--- config.mk ---
export PLATFORM = sky130hd
export DESIGN_NAME = vmu_div_stage
export DESIGN_NICKNAME = d
export VERILOG_FILES = /design/src/rtl/vmu_pkg.sv /design/src/rtl/vmu_div_stage.sv
export SDC_FILE = /design/constraint.sdc
export NUM_CORES = 1
export LEC_CHECK = 0
export BUFFER_PORTS_ARGS = -buffer_cell sky130_fd_sc_hd__buf_2
export CORE_AREA = 3 3 562 564
export CTS_CLUSTER_SIZE = 14
export DETAILED_ROUTE_END_ITERATION = 10
export DIE_AREA = 0 0 565 567
export PLACE_DENSITY_LB_ADDON = 0.08
export SLEW_MARGIN = 10
export SYNTH_ARGS = -nofsm -noshare
export SYNTH_HDL_FRONTEND = slang
export SYNTH_SLANG_ARGS = --single-unit
--- constraint.sdc ---
create_clock -name clk -period 2.23 [get_ports clk]
set_input_delay 0.446 -clock clk [delete_from_list [all_inputs] [get_ports clk]]
set_output_delay 0.446 -clock clk [all_outputs]
set_load 0.005 [all_outputs]
--- src/rtl/vmu_pkg.sv ---
`default_nettype none
package vmu_pkg;
	localparam int VMU_FRAC_BITS = 16;

	typedef logic [31:0] word_t;

	typedef enum logic [3:0] {
		OP_ADD   = 4'd0,
		OP_SUB   = 4'd1,
		OP_MUL   = 4'd2,
		OP_DIV   = 4'd3,
		OP_DOT   = 4'd4,
		OP_LSQ   = 4'd5,
		OP_LEN   = 4'd6,
		OP_UNIT  = 4'd7,
		OP_CROSS = 4'd8
	} op_t;

	localparam word_t S32_MAX = 32'h7fff_ffff;
	localparam word_t S32_MIN = 32'h8000_0000;

	typedef struct packed {
		op_t         op;
		word_t [2:0] a;
		word_t [2:0] b;
		word_t [2:0] r;
		word_t       s;
		logic        ov;
		logic        dz;
	} item_t;

	typedef struct packed {
		logic [63:0] n;
		logic [33:0] rem;
		logic [31:0] root;
	} sqrt_t;

	typedef struct packed {
		word_t md;
		word_t rem;
		word_t nlo;
		word_t q;
		logic  neg;
		logic  dz;
		logic  big;
		logic  npos;
		logic  nneg;
	} div_t;

	// Saturates a wide signed value to 32 bits; the top bit reports saturation.
	function automatic logic [32:0] sat_word(input logic signed [66:0] v);
		logic [32:0] res;
		if (v > 67'sd2147483647) begin
			res = {1'b1, S32_MAX};
		end else if (v < -67'sd2147483648) begin
			res = {1'b1, S32_MIN};
		end else begin
			res = {1'b0, v[31:0]};
		end
		return res;
	endfunction
endpackage
`default_nettype wire

--- src/rtl/vmu_div_stage.sv ---
`default_nettype none
module vmu_div_stage import vmu_pkg::*; (
	input  logic       clk,
	input  logic       arst_n,
	input  logic       en,
	input  logic       up_valid,
	input  item_t      up_item,
	input  div_t [2:0] up_ln,
	output logic       dn_valid,
	output item_t      dn_item,
	output div_t [2:0] dn_ln
);
	logic [32:0] rem_cat [3];
	logic        take [3];
	div_t [2:0]  nxt;
	logic        valid_s1;
	item_t       item_s1;
	div_t [2:0]  ln_s1;

	always_comb begin
		nxt = up_ln;
		for (int i = 0; i < 3; i++) begin
			rem_cat[i]  = {up_ln[i].rem, up_ln[i].nlo[31]};
			take[i]     = rem_cat[i] >= {1'b0, up_ln[i].md};
			nxt[i].rem  = take[i] ? 32'(rem_cat[i] - {1'b0, up_ln[i].md}) : rem_cat[i][31:0];
			nxt[i].nlo  = {up_ln[i].nlo[30:0], 1'b0};
			nxt[i].q    = {up_ln[i].q[30:0], take[i]};
		end
	end

	always_ff @(posedge clk or negedge arst_n) begin
		if (!arst_n) begin
			valid_s1 <= 1'b0;
		end else if (en) begin
			valid_s1 <= up_valid;
		end
	end

	always_ff @(posedge clk) begin
		if (en) begin
			item_s1 <= up_item;
			ln_s1   <= nxt;
		end
	end

	assign dn_valid = valid_s1;
	assign dn_item  = item_s1;
	assign dn_ln    = ln_s1;
endmodule
`default_nettype wire

==> results of run 1 <==
==> worst max-delay path, delay by kind of cell <==
family / cells / cell delay [ns]
buf+inv: 3 / 0.28
xor+xnor: 1 / 0.16
fa+ha+maj: 2 / 0.32
compound gates: 7 / 1.71
simple gates: 2 / 0.14
==> cell usage in the layout, fill, tap and decap left out, types with 22 or more instances in the layout <==
| cell type | synthesis | layout |
|---|---|---|
| sky130_fd_sc_hd__buf_2 | 4 | 1408 |
| sky130_fd_sc_hd__edfxtp_1 | 722 | 722 |
| sky130_fd_sc_hd__dlygate4sd3_1 | 0 | 702 |
| sky130_fd_sc_hd__buf_4 | 4 | 458 |
| sky130_fd_sc_hd__clkbuf_16 | 0 | 113 |
| sky130_fd_sc_hd__inv_1 | 119 | 86 |
| sky130_fd_sc_hd__nor2_1 | 100 | 78 |
| sky130_fd_sc_hd__buf_6 | 7 | 58 |
| sky130_fd_sc_hd__a21oi_1 | 119 | 57 |
| sky130_fd_sc_hd__ha_1 | 96 | 56 |
| sky130_fd_sc_hd__a21o_1 | 52 | 52 |
| sky130_fd_sc_hd__a21oi_2 | 2 | 51 |
| sky130_fd_sc_hd__mux2_4 | 5 | 47 |
| sky130_fd_sc_hd__xnor2_1 | 48 | 44 |
| sky130_fd_sc_hd__nand2_1 | 48 | 42 |
| sky130_fd_sc_hd__diode_2 | 0 | 39 |
| sky130_fd_sc_hd__ha_4 | 0 | 38 |
| sky130_fd_sc_hd__xor2_1 | 34 | 33 |
| sky130_fd_sc_hd__buf_12 | 0 | 32 |
| sky130_fd_sc_hd__o21ai_0 | 40 | 28 |
| sky130_fd_sc_hd__clkbuf_1 | 21 | 23 |
| sky130_fd_sc_hd__clkinv_1 | 0 | 22 |
==> layout make-up <==
type | instances | area (um^2)
antenna | 39 | 97.6
clock buffer | 133 | 2840
clock inverter | 56 | 460
fill | 34500 | 254000
inverter | 119 | 547
multi-input combinational | 822 | 7640
sequential | 723 | 21700
tap | 4140 | 5180
timing repair buffer | 2678 | 19200
==> report_power, final <==
part | switching (W) | leakage, nW | internal (W)
registers | 0.000403 | 7.08 | 0.0164
logic | 0.00429 | 15.1 | 0.00444
clock network | 0.00717 | 1.60 | 0.00955
==> through the flow <==
stage / hold slack, ns / area [um^2] / TNS (ns)
2_1_floorplan: 0.150 / 29100 / -55.73
3_3_place_gp: 0.223 / 44900 / -109.53
3_5_place_dp: 0.223 / 44900 / -110.40
4_1_cts: 0.00366 / 56500 / -8.36
5_1_grt: 0.0485 / 57600 / -13.34
6_report: 0.119 / 57600 / -10.81
==> routing by layer <==
layer,vias to the layer above,wire [um],GRT usage [%]
li1,12100,-,-
met1,12400,74600,12.7
met2,1192,103000,21.9
met3,447,20900,5.60
met4,84,7600,4.01
met5,-,564,0
==> state kept, by name, summed over array words and instances (netlist names) <==
name and flops:
dn_ln 396, dn_valid 1, dn_item 326
==> final timing paths <==
path	start	to	slack (ns)	cells past startpoint
max	up_ln[68]	dn_ln[97]	-0.32	15
min	up_ln[349]	dn_ln[350]	0.12	3
max reg2reg	dn_valid	dn_valid	1.48	1
min reg2reg	dn_valid	dn_valid	0.52	1
max in group asynchronous	arst_n	dn_valid	1.68	3
min in group asynchronous	arst_n	dn_valid	0.45	3
==> cell families (layout without fill, tap and decap cells) <==
| kind of cell | after synthesis | in the layout | share of synthesized area (%) |
|---|---|---|---|
| buffers and inverters | 157 | 2986 | 2.37 |
| XOR/XNOR | 82 | 82 | 2.53 |
| adder cells (fa/ha/maj) | 99 | 99 | 4.45 |
| multiplexers | 55 | 55 | 2.23 |
| AO/OA/AOI/OAI | 307 | 307 | 7.15 |
| other | 1 | 42 | 0.0132 |
| flip-flops | 723 | 723 | 76.5 |
| AND/OR/NAND/NOR | 276 | 276 | 4.72 |
==> timing repair <==
action,4_1_cts,5_1_grt
gates resized for setup,182,189
cloned,6,3
hold endpoints to repair,701,0
hold buffers,703,0
setup buffers,50,36
endpoints found under the setup margin,97,95
pin swaps,66,96
==> summary.log, run 1 <==
qor: sta.layout_setup_ws -0.320 ns
qor: floorplanning.floorplan.die.width 565 um
qor: critical_path.crit_chain buf_8 > inv_12 > ha_4 > fa_2 > nor2b_2 > o211ai_1 > a311oi_2 > o31ai_4 > nor3_2 > o311a_4 > buf_6 > a221o_1 > a21oi_2 > xor2_1 > a21oi_1
qor: global_routing.antenna_violations_before_repair 214
qor: critical_path.worst_ep_arrival_time 3.06 ns
qor: placement.place_congestion 0.774
qor: floorplanning.io_count 1455
qor: routing.detailedRoute.firstPassIterationCount 4
qor: routing.routed_wirelength 207000 um
qor: critical_path.required 2.74 ns
qor: yosys.async_reset_ff_share 0.138%
qor: power_and_ir_drop.power.ir.vdd_worst 0.565 mV
qor: floorplanning.start_util 9.11%
qor: critical_path.critPathCaptureType flip-flop
qor: routing.antenna_violating_nets_post_route 0
qor: clock_network.clk_root_buffer_cell sky130_fd_sc_hd__clkbuf_16
qor: sta.fin_worst_skew 0 ns
qor: yosys.synth_top_cells_by_area sky130_fd_sc_hd__edfxtp_1 (76%), sky130_fd_sc_hd__ha_1 (4.2%), sky130_fd_sc_hd__a21oi_1 (2.1%)
qor: sta.fmaxAchievable 392 MHz
qor: clock_network.worstSkewPairLatency 0.85 ns
qor: routing.via_count 26.1k
qor: yosys.ys.warnings.count 0
qor: global_routing.grt_first_pass_wirelength 264000 um
qor: critical_path.setup.worst_path.start_class input pin
qor: power_and_ir_drop.static-leakage-power 23.8 nW
qor: clock_network.cts-buffers-inserted 109
qor: floorplanning.core 0.311 mm^2
qor: critical_path.crit_slowest_cell sky130_fd_sc_hd__o311a_4
qor: status.run_status complete, but fails checks
qor: finish.final_cells 8710
qor: power_and_ir_drop.total_power 0.0423 W
qor: routing.drc_errors 0
qor: yosys.synth.cells.most_frequent sky130_fd_sc_hd__edfxtp_1 (722), sky130_fd_sc_hd__a21oi_1 (119), sky130_fd_sc_hd__inv_1 (119)
qor: yosys.synth_cells 1700
qor: yosys.dominantRegCellSynth sky130_fd_sc_hd__edfxtp_1
qor: clock_network.htree_num_levels 3
qor: finish.final_core_util 18.5%
qor: clock_network.cts.reportedPaths.clkPinSlew 0.05 ns
qor: sta.finalCritPeriodShare 114%
qor: sta.hold_violations 0
qor: job.maxCapViolCount 0
qor: placement.detailedPlace.worstSlack -1.39 ns
qor: yosys.synthesized_flop_and_latch_total 723
qor: yosys.synth-edff-count 722
qor: critical_path.critPathKind in -> reg
qor: sta.setup-violations-final 72
qor: routing.drt-wirelength-per-cell 23.7 um
qor: sta.finalWorstPathRequiredPeriod 2.55 ns
qor: yosys.synth.distinct_cells 72
qor: finish.areaGrowthSynthToFinish 103%
qor: yosys.mean_post_synth_cell_area 16.7 um^2
qor: yosys.netlist.area_leader.share 76.4%
qor: yosys.synth_top_area_cell sky130_fd_sc_hd__edfxtp_1
qor: status.violations negative setup slack
qor: yosys.synth_most_common_cell sky130_fd_sc_hd__edfxtp_1
qor: sta.tightest_slew 0.608 ns
qor: global_routing.grt_start_max_net_pins 56
qor: critical_path.critPathMaxFanout 2
qor: clock_network.tritoncts built
qor: min_path.hold_path_class in -> reg
qor: clock_network.number_of_sinks_driven_by_the_clock_tree 723
qor: routing.first_iter_violations 980
qor: routing.vias_per_cell 3.00
qor: global_routing.grt_util_all_layers 12.3%
qor: clock_network.cts_max_path_bufs 4
qor: sta.max-slew-margin-rel 59.5%
qor: yosys.synth_area 0.0284 mm^2
qor: power_and_ir_drop.power.density_cell_area 733 mW/mm^2
qor: critical_path.critical-path-max-stage-delay 0.39 ns
qor: sta.final_max_tran_viols 0
qor: finish.post_route_cells_drive_above_1_share 53.5%
qor: global_routing.grt_overflow 0
qor: finish.design.final.nets 5281
qor: floorplanning.placement_rows 205
qor: yosys.yosysSeqAreaShare 76.5%
qor: placement.dp_hpwl 174000 um
qor: floorplanning.dieHeight 567 um
qor: placement.placement.io_buffers 1448
qor: sta.unrepaired_setup_endpoints_after_global_routing true
qor: floorplanning.die_area 0.320 mm^2
qor: global_routing.first_global_vias 28.1k
qor: placement.placed_cells 7697
Power figures use the tool's default switching activity.
==> run 2: changes to the inputs <==
Settings changed: CELL_PAD_IN_SITES_DETAIL_PLACEMENT set to 0, CELL_PAD_IN_SITES_GLOBAL_PLACEMENT set to 1, CORE_AREA 3 3 562 564 to 3 3 560 562, CTS_CLUSTER_DIAMETER set to 40, DIE_AREA 0 0 565 567 to 0 0 563 565.
==> summary.log, run 2 (same netlist as run 1, synthesis figures left out) <==
qor: min_path.hold_path_class in -> reg
qor: clock_network.htree_num_levels 4
qor: sta.fmaxAchievable 409 MHz
qor: sta.setup-violations-final 66
qor: critical_path.worst_ep_arrival_time 2.99 ns
qor: sta.max-slew-margin-rel 41.8%
qor: sta.hold_violations 0
qor: power_and_ir_drop.power.ir.vdd_worst 0.674 mV
qor: critical_path.critPathMaxFanout 6
qor: finish.largest_reg_flops 396
qor: critical_path.buffer_and_inverter_count_on_the_worst_path 3
qor: routing.vias_per_cell 3.01
qor: sta.layout_setup_ws -0.217 ns
qor: routing.routed_wirelength 205000 um
qor: sta.finalWorstPathRequiredPeriod 2.45 ns
qor: sta.finalSetupTns -7.20 ns
qor: global_routing.grt_util_all_layers 12.2%
qor: critical_path.critPathKind in -> reg
qor: floorplanning.io_count 1455
qor: sta.finalCritPeriodShare 110%
qor: global_routing.grt_first_pass_wirelength 263000 um
qor: status.run_status complete, but fails checks
qor: critical_path.setup.worst_path.start_class input pin
qor: finish.design.final.nets 5415
qor: placement.placement.cell_area 0.0449 mm^2
qor: critical_path.crit_chain buf_6 > ha_4 > nand2b_4 > a211oi_4 > a2111oi_4 > o31ai_2 > nand2_2 > o31a_1 > o21ba_4 > o211ai_4 > buf_12 > buf_12 > mux2_4
qor: floorplanning.dieHeight 565 um
qor: clock_network.cts_max_path_bufs 4
qor: critical_path.critical-path-max-stage-delay 0.34 ns
qor: floorplanning.floorplan.die.width 563 um
qor: floorplanning.placement_rows 204
qor: clock_network.cts.reportedPaths.clkPinSlew 0.04 ns
qor: sta.tightest_slew 0.851 ns
qor: clock_network.tritoncts built
qor: finish.layout.cells.most_common_list sky130_fd_sc_hd__buf_2 (1399), sky130_fd_sc_hd__edfxtp_1 (722), sky130_fd_sc_hd__dlygate4sd3_1 (712)
qor: clock_network.clk_root_buffer_cell sky130_fd_sc_hd__clkbuf_16
qor: critical_path.required 2.77 ns
qor: status.violations negative setup slack
qor: finish.post_route_cells_drive_above_1_share 55.8%
qor: routing.first_iter_violations 997
qor: routing.detailedRoute.firstPassIterationCount 5
qor: clock_network.number_of_sinks_driven_by_the_clock_tree 723
qor: finish.nFillCells 34.0k
qor: finish.areaGrowthSynthToFinish 121%
qor: floorplanning.die_area 0.318 mm^2
qor: placement.dp_hpwl 170000 um
qor: sta.fin_worst_skew 0 ns
qor: placement.place_congestion 0.779
qor: critical_path.cpLargestDelayFamily compound AO/OA/AOI/OAI gates
qor: sta.unrepaired_setup_endpoints_after_global_routing true
qor: routing.drt-wirelength-per-cell 22.9 um
qor: power_and_ir_drop.power.density_cell_area 945 mW/mm^2
qor: sta.final_max_tran_viols 0
qor: global_routing.grt_start_max_net_pins 101
qor: routing.antenna_violating_nets_post_route 0
qor: job.maxCapViolCount 0
qor: placement.placement.io_buffers 1448
qor: floorplanning.core 0.309 mm^2
qor: critical_path.crit_path_frequent_cell sky130_fd_sc_hd__buf_12
qor: global_routing.first_global_vias 29.1k
qor: critical_path.critPathCaptureType flip-flop
qor: routing.via_count 26.9k
qor: clock_network.cts-buffers-inserted 230
qor: finish.layout_commonest_cell sky130_fd_sc_hd__buf_2
qor: power_and_ir_drop.static-leakage-power 26.1 nW
qor: global_routing.antenna_violations_before_repair 162
qor: clock_network.worstSkewPairLatency 0.88 ns
qor: critical_path.crit_slowest_cell sky130_fd_sc_hd__a211oi_4
qor: finish.final_design_area_no_fill 0.0626 mm^2
qor: floorplanning.start_util 9.18%
qor: global_routing.grt_overflow 0
qor: routing.drc_errors 0
-- run 2: changes by cell type in the layout (fill, tap and decap cells not counted), moves of 10 or more --
cell                            before  now
sky130_fd_sc_hd__bufinv_16           5   39
sky130_fd_sc_hd__clkinvlp_4          6   21
sky130_fd_sc_hd__clkinv_2           17   48
sky130_fd_sc_hd__dlygate4sd3_1     702  712
sky130_fd_sc_hd__clkbuf_16         113  234
sky130_fd_sc_hd__clkinv_1           22   50
-- run 2: path summary, 6_finish.rpt --
check | from | cells past startpoint | endpoint | slack [ns]
worst max-delay path | up_ln[202] | 13 | dn_ln[229] | -0.22
worst max register to register | dn_valid | 1 | dn_valid | 1.50
max in group asynchronous | arst_n | 3 | dn_valid | 1.51
worst min-delay path | up_ln[92] | 4 | dn_ln[93] | 0.12
worst min register to register | dn_valid | 1 | dn_valid | 0.50
min in group asynchronous | arst_n | 3 | dn_valid | 0.55
-- run 2: metal layers --
| layer | global-route usage [%] | vias up | share of wire, % |
|---|---|---|---|
| met5 | 0.223 | - | 0.14 |
| met4 | 3.95 | 26 | 3.5 |
| met3 | 4.82 | 481 | 9.1 |
| met2 | 21.1 | 1173 | 49 |
| met1 | 13.7 | 12800 | 39 |
| li1 | - | 12400 | - |
-- run 2: per-stage QoR --
| stage | hold WS [ns] | worst slack, ns | power [W] | util [%] | std cells |
|---|---|---|---|---|---|
| 4_1_cts | 0.00313 | -0.268 | 0.0604 | 19.9 | 8885 |
| 5_1_grt | 0.0737 | -0.305 | 0.0619 | 20.3 | 8919 |
| 2_1_floorplan | 0.150 | -0.727 | 0.0191 | - | 1702 |
| 6_report | 0.118 | -0.217 | 0.0592 | 20.3 | 8939 |
| 3_5_place_dp | 0.275 | -1.35 | 0.0242 | 14.5 | 7685 |
| 3_3_place_gp | 0.279 | -1.31 | 0.0243 | 14.5 | 7685 |
-- run 2: cell type report --
cell class,instances,area (um^2),area share (%)
sequential,723,21700,34.7
timing repair buffer,2691,19300,30.9
multi-input combinational,822,7860,12.6
clock buffer,259,5890,9.40
tap,4120,5150,8.24
clock inverter,171,2030,3.24
inverter,119,558,0.892
antenna,34,85.1,0.136
-- run 2: timing repair --
item                                   CTS  global route
endpoints found under the hold margin  710             0
gates resized for setup                221           193
cloned                                   6             3
hold buffers                           712             0
pin swaps                               82           100
setup endpoints to repair               97            97
buffers inserted                        56            28
-- run 2: where the power goes --
part / switching, W / internal, W / leakage, nW
sequential: 0.000378 / 0.0165 / 7.08
clock: 0.0102 / 0.0232 / 3.82
combinational: 0.00444 / 0.00452 / 15.2
total: 0.0150 / 0.0442 / 26.1
==> run 3: changes to the inputs <==
Settings changed: CORE_AREA 3 3 560 562 to 3 3 562 564, CTS_BUF_LIST set to sky130_fd_sc_hd__clkbuf_2, DIE_AREA 0 0 563 565 to 0 0 565 567, SLEW_MARGIN 10 to unset.
==> summary.log, run 3 <==
qor: status.run_status aborted with a tool error
qor: floorplanning.dieHeight 567 um
qor: clock_network.cts_setup_buffers 0
qor: floorplanning.floorplan.die.width 565 um
qor: clock_network.number_of_sinks_driven_by_the_clock_tree 723
qor: placement.dp_hpwl 169000 um
qor: yosys.synth_cells 1700
qor: floorplanning.placement_rows 205
qor: clock_network.post_cts_repair_resize_count 270
qor: yosys.yosysSeqAreaShare 76.5%
qor: clock_network.htree_num_levels 4
qor: clock_network.cts_max_path_bufs 4
qor: yosys.synth.distinct_cells 72
qor: yosys.synth_top_area_cell sky130_fd_sc_hd__edfxtp_1
qor: yosys.ys.warnings.count 0
qor: yosys.synthesized_flop_and_latch_total 723
qor: placement.placement.cell_area 0.0451 mm^2
qor: clock_network.clk_root_buffer_cell sky130_fd_sc_hd__clkbuf_2
qor: status.error [ERROR RSZ-0060] Max buffer count reached.
qor: clock_network.cts-buffers-inserted 216
qor: clock_network.ctsHoldBuffers 1624
qor: yosys.synth_most_common_cell sky130_fd_sc_hd__edfxtp_1
qor: yosys.synth_area 0.0284 mm^2
qor: yosys.netlist.area_leader.share 76.4%
qor: floorplanning.start_util 9.11%
qor: placement.place_congestion 0.774
qor: yosys.async_reset_ff_share 0.138%
qor: yosys.synth_top_cells_by_area sky130_fd_sc_hd__edfxtp_1 (76%), sky130_fd_sc_hd__ha_1 (4.2%), sky130_fd_sc_hd__a21oi_1 (2.1%)
qor: floorplanning.io_count 1455
qor: placement.placement.io_buffers 1448
qor: yosys.mean_post_synth_cell_area 16.7 um^2
qor: status.lastStage 4_1_cts
qor: yosys.synth.cells.most_frequent sky130_fd_sc_hd__edfxtp_1 (722), sky130_fd_sc_hd__a21oi_1 (119), sky130_fd_sc_hd__inv_1 (119)
qor: yosys.synth-edff-count 722
qor: yosys.dominantRegCellSynth sky130_fd_sc_hd__edfxtp_1
-- run 3: cell counts after synthesis --
No cell type changed its count.
-- run 3: logic make-up after synthesis --
logic type / count (synthesis) / synth area share [%]
adder cells (fa/ha/maj): 99 / 4.45
flip-flops: 723 / 76.5
AO/OA/AOI/OAI: 307 / 7.15
other: 1 / 0.0132
AND/OR/NAND/NOR: 276 / 4.72
XOR/XNOR: 82 / 2.53
multiplexers: 55 / 2.23
buffers and inverters: 157 / 2.37
-- run 3: stage by stage --
stage                     util [%]  setup WS [ns]  setup TNS [ns]  std cells
after floorplan                  -         -0.727          -55.73       1702
after global placement        14.5          -1.39         -117.30       7720
after detailed placement      14.5          -1.43         -120.14       7720
==> run 4: changes to the inputs <==
Settings changed: CELL_PAD_IN_SITES_DETAIL_PLACEMENT 0 to unset, CELL_PAD_IN_SITES_GLOBAL_PLACEMENT 1 to unset, CORE_AREA 3 3 562 564 to 3 3 560 562, CTS_BUF_LIST sky130_fd_sc_hd__clkbuf_2 to unset, CTS_CLUSTER_DIAMETER 40 to unset, CTS_CLUSTER_SIZE 14 to unset, DIE_AREA 0 0 565 567 to 0 0 563 565, PLACE_DENSITY_LB_ADDON 0.08 to 0.15.
==> summary.log, run 4 (same netlist as run 1, synthesis figures left out) <==
qor: clock_network.worstSkewPairLatency 0.75 ns
qor: sta.fin_worst_skew 0 ns
qor: global_routing.grt_start_max_net_pins 53
qor: power_and_ir_drop.power.ir.vdd_worst 0.565 mV
qor: min_path.hold_path_class in -> reg
qor: sta.unrepaired_setup_endpoints_after_global_routing true
qor: critical_path.critPathCaptureType flip-flop
qor: global_routing.first_global_vias 28.4k
qor: sta.finalCritPeriodShare 111%
qor: critical_path.reg2reg_to dn_valid
qor: clock_network.htree_num_levels 3
qor: routing.via_count 26.9k
qor: sta.fmaxAchievable 405 MHz
qor: global_routing.antenna_violations_before_repair 282
qor: floorplanning.floorplan.die.width 563 um
qor: critical_path.r2r_setup_slack 1.48 ns
qor: floorplanning.core 0.309 mm^2
qor: routing.first_iter_violations 1311
qor: clock_network.number_of_sinks_driven_by_the_clock_tree 723
qor: placement.dp_hpwl 190000 um
qor: global_routing.grt.met2_usage 23.4%
qor: critical_path.critPathKind in -> reg
qor: finish.layout_commonest_cell sky130_fd_sc_hd__buf_2
qor: clock_network.cts.reportedPaths.clkPinSlew 0.06 ns
qor: critical_path.r2r_cells 1
qor: critical_path.setup.worst_path.start_class input pin
qor: finish.final_core_util 18.6%
qor: critical_path.worstReg2RegStart dn_valid
qor: finish.areaGrowthSynthToFinish 102%
qor: clock_network.cts-buffers-inserted 106
qor: finish.final_cells 8689
qor: floorplanning.placement_rows 204
qor: sta.hold_violations 0
qor: job.maxCapViolCount 0
qor: clock_network.tritoncts built
qor: global_routing.grt_first_pass_wirelength 277000 um
qor: global_routing.grt_use_met1 14.5%
qor: routing.antenna_violating_nets_post_route 0
qor: clock_network.clk_root_buffer_cell sky130_fd_sc_hd__clkbuf_16
qor: power_and_ir_drop.power.density_cell_area 742 mW/mm^2
qor: global_routing.gr-usage-met3 5.34%
qor: critical_path.worst_setup_path_endpoint dn_ln[363]
qor: routing.drt-wirelength-per-cell 25.2 um
qor: routing.vias_per_cell 3.10
qor: floorplanning.start_util 9.18%
qor: sta.max-slew-margin-rel 60.7%
qor: power_and_ir_drop.static-leakage-power 23.7 nW
qor: global_routing.grt_overflow 0
qor: floorplanning.die_area 0.318 mm^2
qor: status.run_status complete, but fails checks
qor: placement.place_congestion 0.827
qor: critical_path.worst_ep_arrival_time 3.13 ns
qor: finish.layout.cells.most_common_list sky130_fd_sc_hd__buf_2 (1410), sky130_fd_sc_hd__edfxtp_1 (722), sky130_fd_sc_hd__dlygate4sd3_1 (676)
qor: finish.largest_reg_flops 396
qor: routing.drc_errors 0
qor: status.violations negative setup slack
qor: sta.layout_setup_ws -0.237 ns
qor: floorplanning.io_count 1455
qor: finish.post_route_cells_drive_above_1_share 53.8%
qor: sta.final_max_tran_viols 0
qor: critical_path.required 2.89 ns
qor: placement.placement.io_buffers 1448
qor: critical_path.critPathMaxFanout 3
qor: global_routing.most_heavily_used_metal_layer_in_global_routing met2
qor: routing.detailedRoute.firstPassIterationCount 5
qor: clock_network.cts_max_path_bufs 4
qor: finish.design.final.nets 5263
qor: critical_path.worstSetupStartpoint up_ln[334]
qor: sta.tightest_slew 0.590 ns
qor: placement.placed_cells 7709
qor: sta.finalWorstPathRequiredPeriod 2.47 ns
qor: sta.setup-violations-final 79
qor: routing.routed_wirelength 219000 um
qor: global_routing.grt_util_all_layers 13.2%
qor: sta.finalSetupTns -6.97 ns
qor: floorplanning.dieHeight 565 um
==> run 4: how the worst min path moves through the flow <==
stage	startpoint	end	slack [ns]	depth (start not counted)
3_3_place_gp	arst_n	dn_valid	0.22	1
5_1_grt	up_item[45]	dn_item[45]	0.02	1
6_report	up_ln[226]	dn_ln[227]	0.09	4
3_5_place_dp	arst_n	dn_valid	0.22	1
2_1_floorplan	arst_n	dn_valid	0.15	0
4_1_cts	up_ln[211]	dn_ln[212]	0.003	4
==> run 4: final cells by class <==
class / instances / area (um^2)
Tap cell: 4120 / 5150
Clock inverter: 62 / 641
Fill cell: 34400 / 252000
Antenna cell: 52 / 130
Inverter: 119 / 537
Multi-Input combinational cell: 822 / 7520
Sequential cell: 723 / 21700
Timing Repair Buffer: 2663 / 18900
Clock buffer: 128 / 2740
==> run 4: stage by stage <==
step                area [um^2]  hold slack (ns)  setup WS [ns]  total power [W]
global route              57200           0.0248         -0.311           0.0447
detailed placement        45100            0.225          -1.28           0.0243
finish                    57300           0.0916         -0.237           0.0425
global placement          45100            0.224          -1.30           0.0243
CTS                       56600          0.00277         -0.197           0.0435
floorplan                 29100            0.150         -0.727           0.0191
==> run 4: timing repair <==
| action | CTS | global route |
|---|---|---|
| buffers inserted | 50 | 16 |
| pin swaps | 83 | 66 |
| resized for setup | 201 | 126 |
| hold endpoints to repair | 675 | 0 |
| setup endpoints to repair | 98 | 97 |
| gates cloned | 3 | 1 |
| hold buffers | 677 | 0 |
==> run 4: report_power, final <==
part | total, W | leakage (nW) | internal (W) | switching [W]
clock | 0.0169 | 1.62 | 0.00997 | 0.00691
sequential | 0.0170 | 7.08 | 0.0164 | 0.000570
combinational | 0.00864 | 15.0 | 0.00434 | 0.00430
total | 0.0425 | 23.7 | 0.0307 | 0.0118
==> run 4: critical path: stages <==
cell and delay, ns:
sky130_fd_sc_hd__buf_8 0.09, sky130_fd_sc_hd__inv_12 0.03, sky130_fd_sc_hd__ha_4 0.15, sky130_fd_sc_hd__fa_2 0.39
sky130_fd_sc_hd__nor2b_2 0.14, sky130_fd_sc_hd__o31a_1 0.20, sky130_fd_sc_hd__o21ai_2 0.07, sky130_fd_sc_hd__and3b_2 0.23
sky130_fd_sc_hd__o21a_1 0.18, sky130_fd_sc_hd__o211ai_1 0.17, sky130_fd_sc_hd__buf_4 0.16, sky130_fd_sc_hd__nand2_4 0.07
sky130_fd_sc_hd__buf_6 0.15, sky130_fd_sc_hd__o31a_1 0.25, sky130_fd_sc_hd__o311ai_2 0.21, sky130_fd_sc_hd__mux2_4 0.18
==> run 4: per-layer routing <==
layer	vias up	routed length (um)	part of all wire, %
li1	12000	-	-
met1	12900	81500	37
met2	1420	109000	50
met3	496	21500	9.8
met4	94	6720	3.1
met5	-	606	0.28
